`config.mk`:
```
export PLATFORM = sky130hd
export DESIGN_NAME = tlb_two_delta_prefetcher
export DESIGN_NICKNAME = d
export VERILOG_FILES = /design/src/rtl/tdp_pkg.sv /design/src/rtl/tdp_hist.sv /design/src/rtl/tdp_pair.sv /design/src/rtl/tlb_two_delta_prefetcher.sv
export SDC_FILE = /design/constraint.sdc
export NUM_CORES = 1
export LEC_CHECK = 0
export BUFFER_PORTS_ARGS = -buffer_cell sky130_fd_sc_hd__buf_4
export CAP_MARGIN = 30
export CORE_UTILIZATION = 40
export CTS_CLUSTER_SIZE = 25
export DETAILED_ROUTE_END_ITERATION = 7
export GPL_ROUTABILITY_DRIVEN = 0
export GPL_TIMING_DRIVEN = 0
export PLACE_DENSITY = 0.57
export SYNTH_ARGS = -nofsm -noshare
export SYNTH_HDL_FRONTEND = slang
export SYNTH_HIERARCHICAL = 1
export SYNTH_SLANG_ARGS = --single-unit
```
`constraint.sdc`:
```
create_clock -name clk -period 9.78 [get_ports clk]
set_input_delay 0.489 -clock clk [delete_from_list [all_inputs] [get_ports clk]]
set_output_delay 0.489 -clock clk [all_outputs]
set_load 0.005 [all_outputs]
```
`src/rtl/tdp_pkg.sv`:
```
// ----------------------------------------------------------------------------
// tdp_pkg
// Shared widths, constants and types of the two-delta TLB prefetcher.
// ----------------------------------------------------------------------------
package tdp_pkg;

  localparam int VPN_W            = 52;
  localparam int TAG_W            = 32;
  localparam int DIST_W           = VPN_W + 1;
  localparam int SUM_W            = VPN_W + 2;
  localparam int PAGE_OFFSET_BITS = 12;
  // pages above (2^64 - 1) >> PAGE_OFFSET_BITS are out of range
  localparam int VPN_RANGE_BITS   = 64 - PAGE_OFFSET_BITS;
  localparam int PAYLOAD_W        = VPN_W + TAG_W;
  localparam int TDATA_W          = ((PAYLOAD_W + 7) / 8) * 8;

  typedef logic [VPN_W-1:0]  vpn_t;
  typedef logic [TAG_W-1:0]  tag_t;
  typedef logic [DIST_W-1:0] dist_t;

  // prefetch candidates of one miss, packed so that second_v implies first_v
  typedef struct packed {
    logic first_v;
    logic second_v;
    vpn_t first_vpn;
    vpn_t second_vpn;
  } cand_t;

endpackage

```
`src/rtl/tdp_hist.sv`:
```
// ----------------------------------------------------------------------------
// tdp_hist
// Miss history (previous page and distance) and candidate page generation.
// ----------------------------------------------------------------------------
module tdp_hist (
  input  logic           clk,
  input  logic           rst_n,
  input  logic           item_valid,
  input  logic           item_hit,
  input  tdp_pkg::vpn_t  item_vpn,
  input  logic           advance,
  output tdp_pkg::cand_t cand
);

  tdp_pkg::vpn_t  last_page_r, last_page_nxt;
  logic           page_known_r, page_known_nxt;
  tdp_pkg::dist_t last_stride_r, last_stride_nxt;
  logic           stride_known_r, stride_known_nxt;

  tdp_pkg::dist_t              new_dist;
  logic [tdp_pkg::SUM_W-1:0]   sum0;
  logic [tdp_pkg::SUM_W-1:0]   sum1;
  logic                        in_range0;
  logic                        in_range1;
  logic                        keep0;
  logic                        keep1;
  logic                        emit;

  // exact signed distance between two pages
  assign new_dist = {1'b0, item_vpn} - {1'b0, last_page_r};

  // candidate pages: current page plus new and previous distance
  assign sum0 = {2'b00, item_vpn} + {new_dist[tdp_pkg::DIST_W-1], new_dist};
  assign sum1 = {2'b00, item_vpn}
              + {last_stride_r[tdp_pkg::DIST_W-1], last_stride_r};

  // negative sums have the top bit set, so one zero test covers both bounds
  assign in_range0 = (sum0[tdp_pkg::SUM_W-1:tdp_pkg::VPN_RANGE_BITS] == '0);
  assign in_range1 = (sum1[tdp_pkg::SUM_W-1:tdp_pkg::VPN_RANGE_BITS] == '0);

  // zero distance gives the current page; equal distances repeat a page
  assign emit  = item_valid && !item_hit && page_known_r && stride_known_r;
  assign keep0 = emit && in_range0 && (new_dist != '0);
  assign keep1 = emit && in_range1 && (last_stride_r != '0)
              && !(keep0 && (new_dist == last_stride_r));

  // pack surviving candidates to the front
  always_comb begin
    cand.first_v    = keep0 || keep1;
    cand.second_v   = keep0 && keep1;
    cand.first_vpn  = keep0 ? sum0[tdp_pkg::VPN_W-1:0] : sum1[tdp_pkg::VPN_W-1:0];
    cand.second_vpn = sum1[tdp_pkg::VPN_W-1:0];
  end

  // history update on each miss that leaves the input stage
  always_comb begin
    last_page_nxt    = last_page_r;
    page_known_nxt   = page_known_r;
    last_stride_nxt  = last_stride_r;
    stride_known_nxt = stride_known_r;
    if (advance && item_valid && !item_hit) begin
      last_page_nxt  = item_vpn;
      page_known_nxt = 1'b1;
      if (page_known_r) begin
        last_stride_nxt  = new_dist;
        stride_known_nxt = 1'b1;
      end
    end
  end

  always_ff @(posedge clk) begin
    if (!rst_n) begin
      last_page_r    <= '0;
      page_known_r   <= 1'b0;
      last_stride_r  <= '0;
      stride_known_r <= 1'b0;
    end else begin
      last_page_r    <= last_page_nxt;
      page_known_r   <= page_known_nxt;
      last_stride_r  <= last_stride_nxt;
      stride_known_r <= stride_known_nxt;
    end
  end

endmodule

```
`src/rtl/tdp_pair.sv`:
```
// ----------------------------------------------------------------------------
// tdp_pair
// Result register holding up to two prefetches of one miss, sent one a cycle while out_tready is high.
// ----------------------------------------------------------------------------
module tdp_pair (
  input  logic                        clk,
  input  logic                        rst_n,
  input  logic                        load,
  input  tdp_pkg::cand_t              cand,
  input  tdp_pkg::tag_t               tag,
  output logic                        free,
  output logic                        out_tvalid,
  input  logic                        out_tready,
  output logic [tdp_pkg::TDATA_W-1:0] out_tdata,
  output logic                        out_tlast
);

  logic          v0_r, v0_nxt;
  logic          v1_r, v1_nxt;
  tdp_pkg::vpn_t vpn0_r, vpn0_nxt;
  tdp_pkg::vpn_t vpn1_r, vpn1_nxt;
  tdp_pkg::tag_t tag_r, tag_nxt;
  tdp_pkg::vpn_t head_vpn;
  logic          out_fire;

  // head of the pair drives the port
  assign out_tvalid = v0_r || v1_r;
  assign out_tlast  = !(v0_r && v1_r);
  assign head_vpn   = v0_r ? vpn0_r : vpn1_r;
  assign out_tdata  = {{(tdp_pkg::TDATA_W - tdp_pkg::PAYLOAD_W){1'b0}}, tag_r, head_vpn};
  assign out_fire   = out_tvalid && out_tready;

  // empty now or emptied by this cycle's final item
  assign free = !out_tvalid || (out_fire && out_tlast);

  // only an item with at least one prefetch replaces the pair contents
  always_comb begin
    v0_nxt   = v0_r;
    v1_nxt   = v1_r;
    vpn0_nxt = vpn0_r;
    vpn1_nxt = vpn1_r;
    tag_nxt  = tag_r;
    if (out_fire) begin
      if (v0_r) begin
        v0_nxt = 1'b0;
      end else begin
        v1_nxt = 1'b0;
      end
    end
    if (load && cand.first_v) begin
      v0_nxt   = cand.first_v;
      v1_nxt   = cand.second_v;
      vpn0_nxt = cand.first_vpn;
      vpn1_nxt = cand.second_vpn;
      tag_nxt  = tag;
    end
  end

  always_ff @(posedge clk) begin
    if (!rst_n) begin
      v0_r <= 1'b0;
      v1_r <= 1'b0;
    end else begin
      v0_r <= v0_nxt;
      v1_r <= v1_nxt;
    end
    vpn0_r <= vpn0_nxt;
    vpn1_r <= vpn1_nxt;
    tag_r  <= tag_nxt;
  end

  // first of two items sent: the second follows as the last of its run
  a_second_follows: assert property (@(posedge clk) disable iff (!rst_n)
    out_fire && v0_r && v1_r |=> out_tvalid && out_tlast && !v0_r)
    else $error("second prefetch lost after first was sent");

  // the two prefetches of one miss never repeat a page
  a_no_repeat: assert property (@(posedge clk) disable iff (!rst_n)
    v0_r && v1_r |-> vpn0_r != vpn1_r)
    else $error("pair holds the same page twice");

  // a load only happens when the pair is free
  a_load_free: assert property (@(posedge clk) disable iff (!rst_n)
    load && cand.first_v |-> free)
    else $error("pair overwritten while results pending");

endmodule

```
`src/rtl/tlb_two_delta_prefetcher.sv`:
```
// ----------------------------------------------------------------------------
// tlb_two_delta_prefetcher
// Two-delta TLB prefetcher: issues up to two prefetch pages per L2 TLB miss.
// ----------------------------------------------------------------------------
// datapath: a lookup is held in the input register, then its prefetches in the result pair register that drives out_*
// throughput: one lookup per cycle for hits and zero-result misses; one prefetch
//   per cycle out of the result pair register while out_tready is high; a miss
//   with prefetches waits in the input register while the pair is busy
// reset: synchronous active-low rst_n clears miss history and all valid flags
module tlb_two_delta_prefetcher (
  input  logic                        clk,
  input  logic                        rst_n,
  input  logic                        in_tvalid,
  output logic                        in_tready,
  input  logic [tdp_pkg::TDATA_W-1:0] in_tdata,   // lookup_vpn, request_tag, zero pad
  input  logic                        in_tuser,   // lookup_hit
  output logic                        out_tvalid,
  input  logic                        out_tready,
  output logic [tdp_pkg::TDATA_W-1:0] out_tdata,  // prefetch_vpn, prefetch_tag, zero pad
  output logic                        out_tlast
);

  logic           s1_valid_r, s1_valid_nxt;
  logic           s1_hit_r;
  tdp_pkg::vpn_t  s1_vpn_r;
  tdp_pkg::tag_t  s1_tag_r;
  logic           s1_adv;
  logic           in_fire;
  logic           pair_free;
  tdp_pkg::cand_t cand;

  // input stage advances unless it has results and the pair is busy
  assign s1_adv    = s1_valid_r && (!cand.first_v || pair_free);
  assign in_tready = !s1_valid_r || s1_adv;
  assign in_fire   = in_tvalid && in_tready;

  always_comb begin
    s1_valid_nxt = s1_valid_r;
    if (in_fire) begin
      s1_valid_nxt = 1'b1;
    end else if (s1_adv) begin
      s1_valid_nxt = 1'b0;
    end
  end

  // input register
  always_ff @(posedge clk) begin
    if (!rst_n) begin
      s1_valid_r <= 1'b0;
    end else begin
      s1_valid_r <= s1_valid_nxt;
    end
    if (in_fire) begin
      s1_hit_r <= in_tuser;
      s1_vpn_r <= in_tdata[tdp_pkg::VPN_W-1:0];
      s1_tag_r <= in_tdata[tdp_pkg::PAYLOAD_W-1:tdp_pkg::VPN_W];
    end
  end

  tdp_hist u_hist (
    .clk        (clk),
    .rst_n      (rst_n),
    .item_valid (s1_valid_r),
    .item_hit   (s1_hit_r),
    .item_vpn   (s1_vpn_r),
    .advance    (s1_adv),
    .cand       (cand)
  );

  tdp_pair u_pair (
    .clk        (clk),
    .rst_n      (rst_n),
    .load       (s1_adv),
    .cand       (cand),
    .tag        (s1_tag_r),
    .free       (pair_free),
    .out_tvalid (out_tvalid),
    .out_tready (out_tready),
    .out_tdata  (out_tdata),
    .out_tlast  (out_tlast)
  );

endmodule

```
==> results.sh <==
export IMPL_status="finished, final reports clean"
export IMPL_grt_pass1_vias=18600
export IMPL_r2r_start="s1_vpn_r[14]"
export IMPL_dieArea_mm2=0.0583
export IMPL_drc=0
export IMPL_ys_ff_latch=331
export IMPL_synthTopCellsByArea="edfxtp_1 (29%), dfxtp_1 (9.6%), ha_1 (8.6%)"
export IMPL_ys_seq_area_frac=0.386
export IMPL_final_cell_area_mm2=0.0265
export IMPL_insertion_delay_ns=0.57
export IMPL_reg2reg_to="u_hist/last_stride_r[20]"
export IMPL_crit_fanout=10
export IMPL_diodes=0
export IMPL_ctsRootBufferMaster="clkbuf_16"
export IMPL_period_needed_ns=9.54
export IMPL_die_h_um=241
export IMPL_crit_required_ns=10.24
export IMPL_crit_family="compound AO/OA/AOI/OAI gates"
export IMPL_area_growth_pct=15.7
export IMPL_power_density_mw_per_mm2=158
export IMPL_synth_edf_count=221
export IMPL_synthCells=2401
export IMPL_clock_sinks=331
export IMPL_tightest_slew_ns=1.10
export IMPL_dp_hpwl_mm=55.9
export IMPL_min_path_type="in -> reg"
export IMPL_numPortBuffers=175
export IMPL_worst_slew_margin_rel=0.265
export IMPL_final_cell_mix="nand2_1 (310), edfxtp_1 (221), buf_4 (181), a21oi_1 (163), ha_1 (157)"
export IMPL_via_count=19400
export IMPL_hold_viol_final=0
export IMPL_fin_cells=3410
export IMPL_ys_flop_type="edfxtp_1"
export IMPL_cts_max_level=2
export IMPL_synth_top_area_frac=0.290
export IMPL_cts_tree="done"
export IMPL_min_from="in_tdata[46]"
export IMPL_grt_start_max_net_pins=85
export IMPL_vias_per_cell=5.69
export IMPL_cap_violations=0
export IMPL_grt_util_all_layers=0.243
export IMPL_rrSetupSlack_ns=0.24
export IMPL_slowest_delay_ns=0.75
export IMPL_fin_setup_tns_ns=0
export IMPL_io_pins=184
export IMPL_drive_above_1_share=0.156
export IMPL_cp_arrival_ns=10.00
export IMPL_drt_first_iter_violations=1512
export IMPL_cp_depth=28
export IMPL_clkSlewWorstSetupHoldPaths_ns=0.06
export IMPL_grt_first_pass_wirelength_mm=108
export IMPL_yosys_warnings=6
export IMPL_synth_cell_types=102
export IMPL_clk_path_buf_depth=3
export IMPL_whs_ns=0.0897
export IMPL_ir_drop_v=0.000119
export IMPL_firstDrtPassIters=6
export IMPL_synth_top_cell_by_area="edfxtp_1"
export IMPL_postSynthAreaPerCell_um2=9.55
export IMPL_fmaxAchievable_mhz=105
export IMPL_fp_dieW_um=241
export IMPL_slew_violations=0
export IMPL_cp_slowest_cell="and3_1"
export IMPL_final_antenna_net_count=0
export IMPL_leakage_nw=10.2
export IMPL_start_util=0.406
export IMPL_fin_skew_ns=0.0175
export IMPL_antenna_found_initial=2
export IMPL_globalRouteOverflowTotal=0
export IMPL_finalWirelength_mm=71.6
export IMPL_ff2ff_path_depth=28
export IMPL_async_flop_share=0
export IMPL_fin_crit_sh=0.975
export IMPL_layout_commonest_cell="nand2_1"
export IMPL_placed_area_mm2=0.0253
export IMPL_rsz0062_at_grt="false"
export IMPL_num_rows=87
export IMPL_dp_cells=3340
export IMPL_path_class="reg -> reg"
export IMPL_cts_buffers=40
export IMPL_core_area_mm2=0.0565
export IMPL_endpoint_kind="flip-flop"
export IMPL_min_to="s1_vpn_r[46]"
export IMPL_whs_path_depth=1
export IMPL_cp_num_buf_inv=4
export IMPL_syn_area_mm2=0.0229
export IMPL_critPathLaunchType="flip-flop"
export IMPL_wl_per_cell_um=21.0
export IMPL_finalSetupViolations=0
export IMPL_nNetsFinal=2877
-- layer usage --
metal | track usage | routed length, µm
met2 | 0.394 | 32500
met5 | 0 | 13
met4 | 0.0967 | 2850
met3 | 0.0384 | 4460
met1 | 0.325 | 31800
-- logic make-up after synthesis --
family	Yosys count	share of synthesized area
AO/OA/AOI/OAI	689	0.205
AND/OR/NAND/NOR	737	0.154
flip-flops	331	0.386
other	1	0.000164
adder cells (fa/ha/maj)	160	0.0883
buffers and inverters	209	0.0395
multiplexers	93	0.0564
XOR/XNOR	181	0.0707
-- power breakdown --
part           internal [W]  total, W  switching, W  leakage (nW)
registers           0.00153   0.00157     0.0000373          2.94
logic              0.000444   0.00117      0.000721          6.69
clock network      0.000845   0.00145      0.000601         0.604
-- per-stage QoR --
step	power [W]	setup WS [ns]	utilization
after detailed placement	0.00273	-0.0104	0.447
final	0.00418	0.245	0.469
after global routing	0.00438	0.0841	0.469
after floorplan	0.00241	1.04	-
after CTS	0.00420	0.175	0.469
after global placement	0.00272	-2.32	0.446
-- cells in the mapped netlist (all sizes together) (12+ instances only) --
| cell type | count |
|---|---|
| nand2 | 311 |
| dfxtp | 110 |
| and2 | 18 |
| nand4 | 38 |
| o211ai | 17 |
| xor2 | 77 |
| o21bai | 27 |
| buf | 42 |
| nor3 | 28 |
| ha | 157 |
| nor4 | 28 |
| a21oi | 166 |
| nand2b | 28 |
| xnor2 | 103 |
| nor2 | 124 |
| and3 | 19 |
| inv | 107 |
| mux2 | 88 |
| edfxtp | 221 |
| and4 | 13 |
| nand3 | 61 |
| clkbuf | 60 |
| a211oi | 35 |
| a21boi | 102 |
| o21ai | 139 |
| o21a | 29 |
| or3 | 12 |
| nor2b | 21 |
| a21o | 66 |
-- flip-flops by register name (all words and copies together) (netlist names), 32 cells and up --
signal                count
u_pair/tag_r             32
u_hist/last_stride_r     53
s1_vpn_r                 52
u_pair/vpn0_r            52
u_pair/vpn1_r            52
s1_tag_r                 32
u_hist/last_page_r       52
-- worst reg2reg max path, delay by kind of cell (launching register included) --
kind / cells / cell delay (ns)
AO/OA/AOI/OAI: 13 / 4.02
multiplexers: 1 / 0.25
XOR/XNOR: 1 / 0.47
flip-flops: 1 / 0.50
AND/OR/NAND/NOR: 7 / 2.07
adder cells (fa/ha/maj): 2 / 0.70
buffers and inverters: 4 / 1.41
-- final cells by class --
cell class | count | area, µm²
flip-flops and latches | 331 | 8840
multi-input cells | 1864 | 13200
inverters | 107 | 407
fillers | 5349 | 30000
well taps | 756 | 946
plain buffers | 100 | 497
clock buffers | 50 | 1060
repair buffers | 180 | 1380
clock inverters | 22 | 181
-- what timing repair did --
item | CTS | global route
hold endpoints to repair | 0 | 0
resized for setup | 0 | 4
hold buffers | 0 | 0
endpoints found under the setup margin | 2 | 53
pin swaps | 0 | 0
setup buffers | 0 | 0
-- worst max-delay path by stage --
stage / startpoint / to / slack (ns)
after floorplan: s1_vpn_r[0] / u_pair/tag_r[0] / 1.04
after detailed placement: s1_vpn_r[0] / u_hist/last_stride_r[12] / -0.01
after global routing: s1_vpn_r[14] / u_hist/last_stride_r[12] / 0.08
after global placement: s1_vpn_r[0] / u_pair/vpn1_r[21] / -2.32
final: s1_vpn_r[14] / u_hist/last_stride_r[20] / 0.24
after CTS: s1_vpn_r[0] / u_hist/last_stride_r[12] / 0.17
(Power assumes the default switching activity.)
